$ cat config.mk
export PLATFORM = sky130hd
export DESIGN_NAME = differential_drive_velocity_ramp
export DESIGN_NICKNAME = d
export VERILOG_FILES = /design/src/design/ddvr_pkg.sv /design/src/design/ddvr_regs.sv /design/src/design/ddvr_dp.sv /design/src/design/ddvr_ctrl.sv /design/src/design/differential_drive_velocity_ramp.sv
export SDC_FILE = /design/constraint.sdc
export NUM_CORES = 2
export LEC_CHECK = 0
export BUFFER_PORTS_ARGS = -buffer_cell sky130_fd_sc_hd__buf_2
export CORE_ASPECT_RATIO = 0.6
export CORE_MARGIN = 5
export CORE_UTILIZATION = 45
export DETAILED_ROUTE_END_ITERATION = 12
export PLACE_DENSITY = 0.69
export SETUP_SLACK_MARGIN = 0.02
export SLEW_MARGIN = 20
export SYNTH_ARGS = -nofsm -noshare
export SYNTH_HDL_FRONTEND = slang
export SYNTH_SLANG_ARGS = --single-unit
$ cat constraint.sdc
create_clock -name clk -period 11.11 [get_ports clk]
set_clock_uncertainty 0.05 [all_clocks]
set_input_delay 0.5555 -clock clk [delete_from_list [all_inputs] [get_ports clk]]
set_output_delay 0.5555 -clock clk [all_outputs]
set_load 0.005 [all_outputs]
$ cat src/design/ddvr_pkg.sv
// ----------------------------------------------------------------------------
// ddvr_pkg
// Types and constants shared by the velocity ramp controller, datapath and
// register block.
// ----------------------------------------------------------------------------
package ddvr_pkg;

	localparam int unsigned SPEED_W = 16;
	localparam int unsigned TURN_W  = 14;
	localparam int unsigned EL_W    = 16;
	localparam int unsigned VEL_W   = 16;
	localparam int unsigned FREQ_W  = 18;
	localparam int unsigned STEP_W  = 13;
	localparam int unsigned MUL_W   = 29;
	localparam int unsigned PROD_W  = 2 * MUL_W;

	localparam int unsigned ACCEL_W = 16;
	localparam int unsigned MS_W    = 6;
	localparam int unsigned BAND_W  = 8;

	localparam logic [ACCEL_W-1:0] ACCEL_RST = 16'd4096;
	localparam logic [MS_W-1:0]    MS_RST    = 6'd32;
	localparam logic [BAND_W-1:0]  BAND_RST  = 8'd4;

	// exact reciprocals: floor(y/15625) and floor(y/21) for y below 2**27
	localparam logic [27:0] RECIP_STEP = 28'd140737489;
	localparam int unsigned SHIFT_STEP = 41;
	localparam logic [27:0] RECIP_FREQ = 28'd204522253;
	localparam int unsigned SHIFT_FREQ = 32;
	localparam logic [32:0] HALF_MEGA  = 33'd500000;

	typedef enum logic [2:0] {
		MUL_CMD_L,
		MUL_CMD_R,
		MUL_ACC,
		MUL_STEP,
		MUL_SCALE,
		MUL_FREQ_L,
		MUL_FREQ_R,
		MUL_RECIP
	} mul_sel_t;

	typedef struct packed {
		logic     load_in;
		logic     mul_en;
		mul_sel_t mul_sel;
		logic     wr_lt;
		logic     wr_rt;
		logic     wr_vel;
		logic     wr_c;
		logic     wr_lf;
		logic     load_out;
	} dp_cmd_t;

	typedef struct packed {
		logic turn_ok;
	} dp_stat_t;

	typedef struct packed {
		logic [ACCEL_W-1:0] accel_rate;
		logic [MS_W-1:0]    microsteps;
		logic [BAND_W-1:0]  settle_band;
	} cfg_t;

endpackage

$ cat src/design/ddvr_regs.sv
// ----------------------------------------------------------------------------
// ddvr_regs
// Configuration register block behind an APB-style port.
// ----------------------------------------------------------------------------
module ddvr_regs import ddvr_pkg::*; (
	input  logic        clk,
	input  logic        arst_n,
	input  logic        psel,
	input  logic        penable,
	input  logic        pwrite,
	input  logic [3:0]  paddr,
	input  logic [31:0] pwdata,
	output logic [31:0] prdata,
	output logic        pready,
	output cfg_t        cfg
);

	localparam logic [1:0] REG_ACCEL = 2'd0;
	localparam logic [1:0] REG_MS    = 2'd1;
	localparam logic [1:0] REG_BAND  = 2'd2;

	cfg_t cfg_q;
	logic wr_en;

	assign pready = 1'b1;
	assign wr_en  = psel && penable && pwrite && pready;
	assign cfg    = cfg_q;

	always_ff @(posedge clk or negedge arst_n) begin
		if (!arst_n) begin
			cfg_q.accel_rate  <= ACCEL_RST;
			cfg_q.microsteps  <= MS_RST;
			cfg_q.settle_band <= BAND_RST;
		end else if (wr_en) begin
			case (paddr[3:2])
				REG_ACCEL: cfg_q.accel_rate  <= pwdata[ACCEL_W-1:0];
				REG_MS:    cfg_q.microsteps  <= pwdata[MS_W-1:0];
				REG_BAND:  cfg_q.settle_band <= pwdata[BAND_W-1:0];
				default: ;
			endcase
		end
	end

	always_comb begin
		case (paddr[3:2])
			REG_ACCEL: prdata = 32'(cfg_q.accel_rate);
			REG_MS:    prdata = 32'(cfg_q.microsteps);
			REG_BAND:  prdata = 32'(cfg_q.settle_band);
			default:   prdata = 32'd0;
		endcase
	end

endmodule

$ cat src/design/ddvr_dp.sv
// ----------------------------------------------------------------------------
// ddvr_dp
// Datapath: input and state registers, one shared multiplier with its product
// register, target rounding, velocity ramp and step frequency scaling.
// ----------------------------------------------------------------------------
module ddvr_dp import ddvr_pkg::*; #(
	parameter int unsigned STEPS_PER_TURN = 200
) (
	input  logic        clk,
	input  logic        arst_n,
	input  logic [47:0] s_tdata,
	input  cfg_t        cfg,
	input  dp_cmd_t     cmd,
	output dp_stat_t    stat,
	output logic [39:0] m_tdata
);

	localparam int unsigned K_VAL = STEPS_PER_TURN * 100;
	localparam int unsigned KW    = $clog2(K_VAL + 1);
	localparam int unsigned CW    = MS_W + KW;
	localparam int unsigned YW    = VEL_W + CW - 12;
	localparam logic [FREQ_W-1:0] FREQ_MAX = '1;

	logic signed [SPEED_W-1:0] speed_q;
	logic signed [TURN_W-1:0]  turn_q;
	logic [EL_W-1:0]           el_q;

	logic signed [VEL_W-1:0] lt_q, rt_q, lv_q, rv_q;
	logic                    lupd_q, rupd_q;
	logic [CW-1:0]           c_q;
	logic [FREQ_W-1:0]       lf_q;

	logic [FREQ_W-1:0] of_lf_q, of_rf_q;
	logic              of_ldir_q, of_lupd_q, of_rdir_q, of_rupd_q;

	logic signed [MUL_W-1:0]  mul_a, mul_b;
	logic signed [PROD_W-1:0] prod_q;

	logic signed [TURN_W:0] k_l, k_r;
	logic [32:0]            step_sum;
	logic [STEP_W-1:0]      step;
	logic signed [VEL_W-1:0] nl, nr;
	logic [FREQ_W-1:0]      freq;
	logic                   speed_zero;

	function automatic logic signed [VEL_W-1:0] rnd_sat(input logic signed [PROD_W-1:0] p);
		logic signed [30:0] s;
		logic signed [18:0] r;
		s = $signed(p[30:0]) + 31'sd2048;
		r = $signed(s[30:12]);
		if (r > 19'sd32767)
			return 16'sh7fff;
		else if (r < -19'sd32768)
			return 16'sh8000;
		else
			return 16'(r);
	endfunction

	function automatic logic signed [VEL_W-1:0] ramp(
		input logic signed [VEL_W-1:0] tgt,
		input logic signed [VEL_W-1:0] vel,
		input logic [STEP_W-1:0]       st,
		input logic [BAND_W-1:0]       band
	);
		logic signed [16:0] diff;
		logic [16:0]        mag;
		logic signed [17:0] st_s;
		logic signed [17:0] nv;
		diff = 17'(tgt) - 17'(vel);
		mag  = (diff < 0) ? 17'(-diff) : 17'(diff);
		st_s = $signed({5'b0, st});
		if (mag <= 17'(band))
			return vel;
		if (tgt > vel) begin
			nv = 18'(vel) + st_s;
			if (nv > 18'(tgt))
				nv = 18'(tgt);
		end else begin
			nv = 18'(vel) - st_s;
			if (nv < 18'(tgt))
				nv = 18'(tgt);
		end
		return 16'(nv);
	endfunction

	function automatic logic [VEL_W-1:0] vmag(input logic signed [VEL_W-1:0] v);
		logic signed [VEL_W:0] w;
		w = 17'(v);
		return (w < 0) ? 16'(-w) : 16'(w);
	endfunction

	assign stat.turn_ok = (turn_q >= -14'sd4096) && (turn_q <= 14'sd4096);
	assign speed_zero   = (speed_q == '0);

	assign k_l      = 15'sd4096 - 15'(turn_q);
	assign k_r      = 15'sd4096 + 15'(turn_q);
	assign step_sum = prod_q[32:0] + HALF_MEGA;
	assign step     = prod_q[SHIFT_STEP+STEP_W-1:SHIFT_STEP];

	assign nl = ramp(lt_q, lv_q, step, cfg.settle_band);
	assign nr = ramp(rt_q, rv_q, step, cfg.settle_band);

	always_comb begin
		if (prod_q[54:SHIFT_FREQ] > 23'(FREQ_MAX))
			freq = FREQ_MAX;
		else
			freq = prod_q[SHIFT_FREQ+FREQ_W-1:SHIFT_FREQ];
	end

	always_comb begin
		case (cmd.mul_sel)
			MUL_CMD_L: begin
				mul_a = 29'(speed_q);
				mul_b = 29'(k_l);
			end
			MUL_CMD_R: begin
				mul_a = 29'(speed_q);
				mul_b = 29'(k_r);
			end
			MUL_ACC: begin
				mul_a = $signed(29'(cfg.accel_rate));
				mul_b = $signed(29'(el_q));
			end
			MUL_STEP: begin
				mul_a = $signed(29'(step_sum[32:6]));
				mul_b = $signed(29'(RECIP_STEP));
			end
			MUL_SCALE: begin
				mul_a = $signed(29'(cfg.microsteps));
				mul_b = $signed(29'(K_VAL));
			end
			MUL_FREQ_L: begin
				mul_a = $signed(29'(vmag(lv_q)));
				mul_b = $signed(29'(prod_q[CW-1:0]));
			end
			MUL_FREQ_R: begin
				mul_a = $signed(29'(vmag(rv_q)));
				mul_b = $signed(29'(c_q));
			end
			MUL_RECIP: begin
				mul_a = $signed(29'(prod_q[YW+11:12]));
				mul_b = $signed(29'(RECIP_FREQ));
			end
			default: begin
				mul_a = '0;
				mul_b = '0;
			end
		endcase
	end

	// payload registers
	always_ff @(posedge clk) begin
		if (cmd.load_in) begin
			speed_q <= s_tdata[15:0];
			turn_q  <= s_tdata[29:16];
			el_q    <= s_tdata[45:30];
		end
		if (cmd.mul_en)
			prod_q <= mul_a * mul_b;
		if (cmd.wr_c)
			c_q <= prod_q[CW-1:0];
		if (cmd.wr_lf)
			lf_q <= freq;
		if (cmd.wr_vel) begin
			lupd_q <= (nl != lv_q);
			rupd_q <= (nr != rv_q);
		end
		if (cmd.load_out) begin
			of_lf_q   <= lf_q;
			of_ldir_q <= (lv_q >= 0);
			of_lupd_q <= lupd_q;
			of_rf_q   <= freq;
			of_rdir_q <= !(rv_q > 0);
			of_rupd_q <= rupd_q;
		end
	end

	// wheel state
	always_ff @(posedge clk or negedge arst_n) begin
		if (!arst_n) begin
			lt_q <= '0;
			rt_q <= '0;
			lv_q <= '0;
			rv_q <= '0;
		end else begin
			if (cmd.wr_lt)
				lt_q <= speed_zero ? 16'(turn_q) : rnd_sat(prod_q);
			if (cmd.wr_rt)
				rt_q <= speed_zero ? 16'(-15'(turn_q)) : rnd_sat(prod_q);
			if (cmd.wr_vel) begin
				lv_q <= nl;
				rv_q <= nr;
			end
		end
	end

	// right_update, right_dir, right_freq, left_update, left_dir, left_freq
	assign m_tdata = {of_rupd_q, of_rdir_q, of_rf_q, of_lupd_q, of_ldir_q, of_lf_q};

endmodule

$ cat src/design/ddvr_ctrl.sv
// ----------------------------------------------------------------------------
// ddvr_ctrl
// Controller: sequences command and tick words through the datapath and holds
// the result handshake.
// ----------------------------------------------------------------------------
module ddvr_ctrl import ddvr_pkg::*; (
	input  logic     clk,
	input  logic     arst_n,
	input  logic     s_tvalid,
	input  logic     s_tuser,
	output logic     s_tready,
	output logic     m_tvalid,
	input  logic     m_tready,
	input  dp_stat_t stat,
	output dp_cmd_t  cmd
);

	typedef enum logic [3:0] {
		S_IDLE,
		S_CMD_L,
		S_CMD_R,
		S_CMD_W,
		S_T_ACC,
		S_T_STEP,
		S_T_RAMP,
		S_T_ML,
		S_T_QL,
		S_T_MR,
		S_T_QR,
		S_T_OUT
	} state_t;

	state_t state_q;
	logic   m_tvalid_q;

	assign s_tready = (state_q == S_IDLE);
	assign m_tvalid = m_tvalid_q;

	always_comb begin
		cmd         = '0;
		cmd.mul_sel = MUL_ACC;
		case (state_q)
			S_IDLE: cmd.load_in = s_tvalid;
			S_CMD_L: begin
				cmd.mul_en  = 1'b1;
				cmd.mul_sel = MUL_CMD_L;
			end
			S_CMD_R: begin
				cmd.mul_en  = 1'b1;
				cmd.mul_sel = MUL_CMD_R;
				cmd.wr_lt   = stat.turn_ok;
			end
			S_CMD_W: cmd.wr_rt = stat.turn_ok;
			S_T_ACC: begin
				cmd.mul_en  = 1'b1;
				cmd.mul_sel = MUL_ACC;
			end
			S_T_STEP: begin
				cmd.mul_en  = 1'b1;
				cmd.mul_sel = MUL_STEP;
			end
			S_T_RAMP: begin
				cmd.mul_en  = 1'b1;
				cmd.mul_sel = MUL_SCALE;
				cmd.wr_vel  = 1'b1;
			end
			S_T_ML: begin
				cmd.mul_en  = 1'b1;
				cmd.mul_sel = MUL_FREQ_L;
				cmd.wr_c    = 1'b1;
			end
			S_T_QL, S_T_QR: begin
				cmd.mul_en  = 1'b1;
				cmd.mul_sel = MUL_RECIP;
			end
			S_T_MR: begin
				cmd.mul_en  = 1'b1;
				cmd.mul_sel = MUL_FREQ_R;
				cmd.wr_lf   = 1'b1;
			end
			S_T_OUT: cmd.load_out = !m_tvalid_q || m_tready;
			default: ;
		endcase
	end

	always_ff @(posedge clk or negedge arst_n) begin
		if (!arst_n) begin
			state_q    <= S_IDLE;
			m_tvalid_q <= 1'b0;
		end else begin
			if (cmd.load_out)
				m_tvalid_q <= 1'b1;
			else if (m_tready)
				m_tvalid_q <= 1'b0;
			case (state_q)
				S_IDLE: begin
					if (s_tvalid)
						state_q <= s_tuser ? S_T_ACC : S_CMD_L;
				end
				S_CMD_L:  state_q <= S_CMD_R;
				S_CMD_R:  state_q <= S_CMD_W;
				S_CMD_W:  state_q <= S_IDLE;
				S_T_ACC:  state_q <= S_T_STEP;
				S_T_STEP: state_q <= S_T_RAMP;
				S_T_RAMP: state_q <= S_T_ML;
				S_T_ML:   state_q <= S_T_QL;
				S_T_QL:   state_q <= S_T_MR;
				S_T_MR:   state_q <= S_T_QR;
				S_T_QR:   state_q <= S_T_OUT;
				S_T_OUT: begin
					if (cmd.load_out)
						state_q <= S_IDLE;
				end
				default: state_q <= S_IDLE;
			endcase
		end
	end

	a_tick_start: assert property (@(posedge clk) disable iff (!arst_n)
		(state_q == S_IDLE && s_tvalid && s_tuser) |=> (state_q == S_T_ACC))
		else $error("tick word did not start the tick sequence");

	a_out_hold: assert property (@(posedge clk) disable iff (!arst_n)
		(state_q == S_T_OUT && m_tvalid_q && !m_tready) |=> (state_q == S_T_OUT))
		else $error("tick finished while result word still pending");

	a_out_src: assert property (@(posedge clk) disable iff (!arst_n)
		$rose(m_tvalid_q) |-> ($past(state_q) == S_T_OUT))
		else $error("result word raised outside the final tick step");

	a_busy_load: assert property (@(posedge clk) disable iff (!arst_n)
		(state_q != S_IDLE) |-> !cmd.load_in)
		else $error("input word loaded while busy");

endmodule

$ cat src/design/differential_drive_velocity_ramp.sv
// ----------------------------------------------------------------------------
// differential_drive_velocity_ramp
// Two-wheel velocity ramp: speed/turn commands set wheel targets, control
// ticks slew the wheel velocities and report step frequency and direction.
//
//   channel   dir  signals                               carries
//   s_        in   s_tvalid s_tready s_tdata s_tuser     command or tick word
//   m_        out  m_tvalid m_tready m_tdata             one result per tick
//   apb       in   psel penable pwrite paddr pwdata ...  accel, microsteps, band
//
// A command word steps through states CMD_L, CMD_R and CMD_W, its right target
// written in CMD_W; a tick word steps through T_ACC, T_STEP, T_RAMP, T_ML, T_QL,
// T_MR, T_QR and T_OUT, its result registered in T_OUT; the next word is taken
// back in idle, and both sequences are set by the single shared multiplier.
// A new word is accepted while a result waits; a tick stalls in its last step
// only while the previous result is still untaken.
// Reset clears targets, velocities and registers to their defaults at once.
// ----------------------------------------------------------------------------
module differential_drive_velocity_ramp import ddvr_pkg::*; #(
	parameter int unsigned STEPS_PER_TURN = 200
) (
	input  logic        clk,
	input  logic        arst_n,
	input  logic        s_tvalid,
	output logic        s_tready,
	input  logic [47:0] s_tdata,   // speed[15:0], turn[29:16], elapsed_us[45:30], zero
	input  logic        s_tuser,   // opcode
	output logic        m_tvalid,
	input  logic        m_tready,
	output logic [39:0] m_tdata,   // left_freq[17:0], left_dir, left_update,
	                               // right_freq[37:20], right_dir, right_update
	input  logic        psel,
	input  logic        penable,
	input  logic        pwrite,
	input  logic [3:0]  paddr,
	input  logic [31:0] pwdata,
	output logic [31:0] prdata,
	output logic        pready
);

	cfg_t     cfg;
	dp_cmd_t  cmd;
	dp_stat_t stat;

	ddvr_regs u_regs (
		.clk     (clk),
		.arst_n  (arst_n),
		.psel    (psel),
		.penable (penable),
		.pwrite  (pwrite),
		.paddr   (paddr),
		.pwdata  (pwdata),
		.prdata  (prdata),
		.pready  (pready),
		.cfg     (cfg)
	);

	ddvr_ctrl u_ctrl (
		.clk      (clk),
		.arst_n   (arst_n),
		.s_tvalid (s_tvalid),
		.s_tuser  (s_tuser),
		.s_tready (s_tready),
		.m_tvalid (m_tvalid),
		.m_tready (m_tready),
		.stat     (stat),
		.cmd      (cmd)
	);

	ddvr_dp #(
		.STEPS_PER_TURN (STEPS_PER_TURN)
	) u_dp (
		.clk     (clk),
		.arst_n  (arst_n),
		.s_tdata (s_tdata),
		.cfg     (cfg),
		.cmd     (cmd),
		.stat    (stat),
		.m_tdata (m_tdata)
	);

endmodule

* Yosys cells after proc, flatten, opt, wreduce, memory -nomap -nowiden
Index checks and enable logic that the tools add are counted.
** Word-level totals
- Register bits :: 281
- Word-level logic and storage cells :: 137
- Output and inout bits :: 75
- Input bits :: 92
** Cells by class
- Multiplexer cells :: 38
- Eq/ne operators :: 24
- $mul :: 1
- $add $sub $neg :: 15
- Order comparisons :: 19
- Reductions and logical operators :: 17
** Operator list (count)
- $mux 16 :: 16
- $pmux 29 s8 :: 1
- $pmux 29 s7 :: 1
- $mul 29x29->55 :: 1
- $pmux 16 s3 :: 1
- $pmux 4 s11 :: 1
- $add 16x14->17 :: 2
- $gt 17x16->1 :: 2
- $le 17x8->1 :: 2
- $lt 17x1->1 const B :: 2
- $lt 17x16->1 :: 2
- $mux 17 :: 2
- $neg 17->17 :: 2
- $sub 16x14->17 :: 2
- $sub 16x16->17 :: 2
- $add 33x19->33 const B :: 1
- $gt 16x16->1 :: 2
- $lt 16x1->1 const B :: 2
- $ne 16x16->1 :: 2
- $neg 16->16 :: 2
- $pmux 4 s8 :: 1
- $add 31x13->31 const B :: 1
- $gt 23x18->1 const B :: 1
- $gt 19x16->1 const B :: 1
- other kinds (32) :: 62

* Longest topological paths before layout
- Depth after elaboration :: 7
- Gate-level depth with buffers :: 39
- Depth with buffers taken out :: 39

* Hierarchy
From an unflattened synthesis, not the netlist that was laid out.
** Second synthesis, totals
- Cell total of the unflattened synthesis :: 5539
- Area total of the unflattened synthesis :: 50245.7 µm²
** Modules (own cells, without submodules)
- ddvr_dp :: area each 48347.6 µm², seq. area each 7066.8 µm², times used 1, cells each 5375
- ddvr_regs :: area each 1506.4 µm², seq. area each 754.5 µm², times used 1, cells each 118
- ddvr_ctrl :: area each 391.6 µm², seq. area each 125.1 µm², times used 1, cells each 46

* Worst setup path after synthesis
No wires, ideal clock.
- Kind :: flip-flop to flip-flop
- Start :: register u_dp.turn_q[2]
- End :: register u_dp.prod_q[53] (data pin)
- Data required time :: 10.798 ns
- Cell stages (with the launch flop) :: 39
- Arrival time :: 9.944 ns
- Clock period less this slack :: 10.256 ns
- Library setup time :: 0.262 ns
- Buffers on the path :: 1
- Setup slack :: 0.854 ns
- Path through :: edfxtp_1 > nor2_1 > nor4b_1 > nand4bb_1 > nor4_1 > and2_1 > nor2_1 > xnor2_1 > and2_1 > nor2_1 > clkbuf_1 > a221oi_1 > nor2_1 > fa_1 > inv_1 > fa_1 > inv_1 > fa_1 > [3 not listed] > fa_1 > fa_1 > fa_1 > inv_1 > fa_1 > inv_1 > ha_1 > nand2_1 > a21oi_1 > nor2_1 > or4b_2 > o21ai_0 > o21ai_0 > o31a_1 > o211ai_1 > a31oi_1 > o21bai_1 > xor2_1
** On the way
- Longest elaborated chain between the ends :: 3
- Elaborated cells between the ends (all ways) :: 4
- Classes of those cells :: add/sub (2); mul (1); mux (1)
** RTL lines
- start, declared :: RTL line ddvr_dp.sv:25 : logic signed [TURN_W-1:0] turn_q;
- start signal, assigned :: RTL line ddvr_dp.sv:155 : turn_q <= s_tdata[29:16];
- $add 14x14->15 / $sub 14x14->15 (equally long branches) :: RTL line ddvr_dp.sv:96, ddvr_dp.sv:95
- $pmux 29 s8 (*) :: RTL line ddvr_dp.sv:111 : case (cmd.mul_sel)
- $mul 29x29->55 (*) :: RTL line ddvr_dp.sv:159 : prod_q <= mul_a * mul_b;
- end signal, assigned :: RTL line ddvr_dp.sv:159
- end, declared :: RTL line ddvr_dp.sv:37 : logic signed [PROD_W-1:0] prod_q;
Mark *: on every way between the ends. The rest lies on a longest branch, timed or not.
A chain may end at the register's enable or synchronous reset.

* Worst setup path after layout
- Start :: register u_dp.lv_q[5]
- End :: register u_dp.prod_q[53] (data pin)
** On the way
- Longest elaborated chain between the ends :: 4
- Elaborated cells between the ends (all ways) :: 5
- Classes of those cells :: add/sub (1); mul (1); order compare (1); mux (2)
** RTL lines
- start, declared :: RTL line ddvr_dp.sv:28 : logic signed [VEL_W-1:0] lt_q, rt_q, lv_q, rv_q;
- start signal, assigned :: RTL line ddvr_dp.sv:191 : lv_q <= nl;
- $neg 16->16 / $lt 16x1->1 (equally long branches) :: RTL line ddvr_dp.sv:89 : return (w < 0) ? 16'(-w) : 16'(w);
- $mux 16 (*) :: RTL line ddvr_dp.sv:89
- $pmux 29 s7 (*) :: RTL line ddvr_dp.sv:111
- $mul 29x29->55 (*) :: RTL line ddvr_dp.sv:159
Marked as above.

==> flow_summary_export.csv <==
group,metric,value,unit
finish,layout_commonest_cell,"inv_1",
placement,io_buffers,129,
placement,gp_congestion,1.04,
setup_path,r2r-start,"u_dp.lv_q[5]$_DFFE_PN0P_",
setup_path,end_kind,"flop",
die,start_util,45.4,%
route,vias,41311,
logic_synthesis,synth_top_cell_by_area,"fa_1",
setup_path,cp_data_arrival_time,11.03,ns
route,dr.pass1.iters,7,
grt,antenna_found_initial,10,
sta,hold-worst-slack,0.0942,ns
sta,finalCriticalPeriod,10.76,ns
clock_network,cts_sinks,281,
logic_synthesis,avgSynthCellArea,9.11,um2
sta,max_slew_margin,21.7,%
finish,filler_cell_count,10362,
clock_network,cts_setup_buffers,0,
hold_path,hold_end,"u_dp.el_q[13]$_DFFE_PP_",
finish,nets,6888,
die,rows,94,
setup_path,critPathKind,"reg2reg",
setup_path,reg2reg_to,"u_dp.prod_q[53]$_DFFE_PN_",
hold_path,holdPathStages,1,
clock_network,numCtsBuffers,35,
logic_synthesis,synth_area,49700,um2
sta,finalSetupViolCount,0,
logic_synthesis,synth_warnings,0,
grt,grt_pass1_wl,266000,um
grt,grt.total_usage,30.5,%
finish,layout-drive-gt1-share,9.00,%
grt,overflow,0,
setup_path,cp_slowest_cell,"or4b_2",
die,core-area,110000,um2
logic_synthesis,synthCells,5456,
die,die-area,117000,um2
setup_path,crit_path_frequent_cell,"fa_1",
setup_path,max_stage_delay,0.76,ns
logic_synthesis,ys.flop_type,"edfxtp_1",
sta,maxSlewViolCount,0,
status,status,"completed",
logic_synthesis,synth-seq-cells,281,
setup_path,setup.worst_path.start_class,"flop",
route,wl_per_cell,25.1,um
setup_path,r2r_setup_slack,0.35,ns
hold_path,worstHoldStart,"s_tdata[43]",
die,die_x,439,um
finish,layout_common_cells,"inv_1, fa_1, nor2_1",
route,wl,179000,um
sta,max_freq,92.9,MHz
run,maxCapViolCount,0,
logic_synthesis,synth_area_leaders,"fa_1, edfxtp_1, ha_1, inv_1, dfrtp_1",
sta,fin_setup_tns,0,ns
clock_network,clk_latency,0.59,ns
route,drtIter0Drc,5355,
die,io_pins,167,
sta,finalHoldViolCount,0,
die,dieHeight,267,um
clock_network,cts_tree,"yes",
setup_path,path_max_fanout,9,
grt,grt_pass1_vias,40554,
route,drcViolationCount,0,
hold_path,hold_path.class,"in2reg",
logic_synthesis,synth_top_area_share,34.5,%
sta,worstMarginPinSlew,1.16,ns
setup_path,r2r_cells,35,
route,avgViaCountPerCell,5.81,
finish,syn2layout_area_growth,8.99,%
clock_network,cts_htree_levels,2,
logic_synthesis,yosysSeqAreaShare,16.0,%
logic_synthesis,synth_cell_types,92,
logic_synthesis,synth_edf_count,182,
sta,timing.final.crit_share,96.9,%
route,ant_nets,0,
logic_synthesis,async_flop_share,35.2,%
sta,rsz0062_at_grt,"false",
clock_network,clk_pin_slew,0.07,ns
setup_path,crit_required,11.38,ns
grt,grt_max_degree,66,
placement,dp_hpwl,150000,um
clock_network,cts_buffer_depth,3,
clock_network,root_buffer,"clkbuf_16",
==> stage by stage <==
stage,setup WS [ns],instance area [um2],util (%),std cells
after floorplan,0.854,49800,-,5471
after global placement,-0.165,52900,48.3,7045
after detailed placement,-0.216,52900,48.3,7045
after CTS,0.0848,54100,49.4,7110
after global routing,0.0262,54200,49.4,7110
final,0.347,54200,49.4,7115
==> cell usage after synthesis (20+ instances only) <==
| library cell | n |
|---|---|
| dfrtp_1 | 96 |
| nand2b_1 | 90 |
| a22oi_1 | 23 |
| nor3_1 | 56 |
| a31oi_1 | 27 |
| fa_1 | 858 |
| o21a_1 | 32 |
| o22ai_1 | 38 |
| inv_1 | 1135 |
| nor4_1 | 26 |
| o31ai_1 | 20 |
| mux2_2 | 39 |
| and2_1 | 47 |
| nand3_1 | 71 |
| clkbuf_1 | 187 |
| mux2i_1 | 30 |
| and3_1 | 30 |
| nor2_1 | 589 |
| nand4_1 | 34 |
| o21ai_0 | 171 |
| nor2b_1 | 25 |
| a21o_1 | 56 |
| or3_1 | 38 |
| nand2_1 | 390 |
| a211oi_1 | 28 |
| o221ai_1 | 21 |
| ha_1 | 343 |
| a21oi_1 | 203 |
| xor2_1 | 63 |
| a221oi_1 | 23 |
| xnor2_1 | 175 |
| or2_2 | 20 |
| buf_4 | 21 |
| edfxtp_1 | 182 |
==> worst max-delay path by stage <==
| stage | start | slack (ns) | endpoint |
|---|---|---|---|
| floorplan | u_dp.turn_q[2]$_DFFE_PP_ | 0.85 | u_dp.prod_q[53]$_DFFE_PN_ |
| global placement | u_dp.lv_q[5]$_DFFE_PN0P_ | -0.17 | u_dp.prod_q[53]$_DFFE_PN_ |
| detailed placement | u_dp.lv_q[5]$_DFFE_PN0P_ | -0.22 | u_dp.prod_q[47]$_DFFE_PN_ |
| CTS | u_dp.turn_q[3]$_DFFE_PP_ | 0.08 | u_dp.prod_q[47]$_DFFE_PN_ |
| global route | u_dp.turn_q[2]$_DFFE_PP_ | 0.03 | u_dp.prod_q[54]$_DFFE_PN_ |
| finish | u_dp.lv_q[5]$_DFFE_PN0P_ | 0.35 | u_dp.prod_q[53]$_DFFE_PN_ |
==> worst max-delay path: cells and delay by family, from the launching register on <==
kind,cells,cell delay (ns)
fa+ha+maj,9,4.38
simple gates,8,2.49
compound gates,8,1.71
buf+inv,8,0.78
flops,1,0.60
xor+xnor,2,0.48
==> flip-flops by register name, indices dropped and copies added, names as in the netlist, 4 cells and up <==
| name | cells |
|---|---|
| u_ctrl.state_q | 4 |
| u_dp.c_q | 21 |
| u_dp.el_q | 16 |
| u_dp.lf_q | 18 |
| u_dp.lt_q | 16 |
| u_dp.lv_q | 16 |
| u_dp.of_lf_q | 18 |
| u_dp.of_rf_q | 18 |
| u_dp.prod_q | 55 |
| u_dp.rt_q | 16 |
| u_dp.rv_q | 16 |
| u_dp.speed_q | 16 |
| u_dp.turn_q | 14 |
| u_regs.cfg | 30 |
==> cell type report <==
cell class	count	area [um2]	area share, %
multi-input combinational	3823	36800	68.0
clock inverter	27	259	0.478
inverter	1139	4280	7.89
antenna	5	12.5	0.0231
tap	1488	1860	3.44
sequential	281	7950	14.7
timing repair buffer	315	2100	3.87
clock buffer	37	905	1.67
==> logic make-up after synthesis <==
kind of cell / synth area share [%]
AO/OA/AOI/OAI: 11.2
XOR/XNOR: 4.19
adder cells (fa/ha/maj): 43.2
buffers and inverters: 10.5
flip-flops: 16.0
multiplexers: 1.56
other: 0.0151
AND/OR/NAND/NOR: 13.4
==> repair_timing <==
| action | in CTS | in global routing |
|---|---|---|
| hold buffers | 1 | 0 |
| resized for setup | 2 | 15 |
| endpoints found under the hold margin | 32 | 0 |
| pin swaps | 0 | 1 |
| endpoints found under the setup margin | 5 | 13 |
==> routing by layer <==
| layer | GRT usage [%] | routed length (um) | share of wire [%] |
|---|---|---|---|
| met5 | 0.323 | 96 | 0.054 |
| met4 | 7.10 | 4610 | 2.6 |
| met3 | 11.5 | 27100 | 15 |
| met2 | 39.6 | 67400 | 38 |
| met1 | 47.2 | 79600 | 45 |
Power is left out: the tool's default activity adds up to more than one toggle a clock period on the data nets, which glitch-free logic cannot reach.
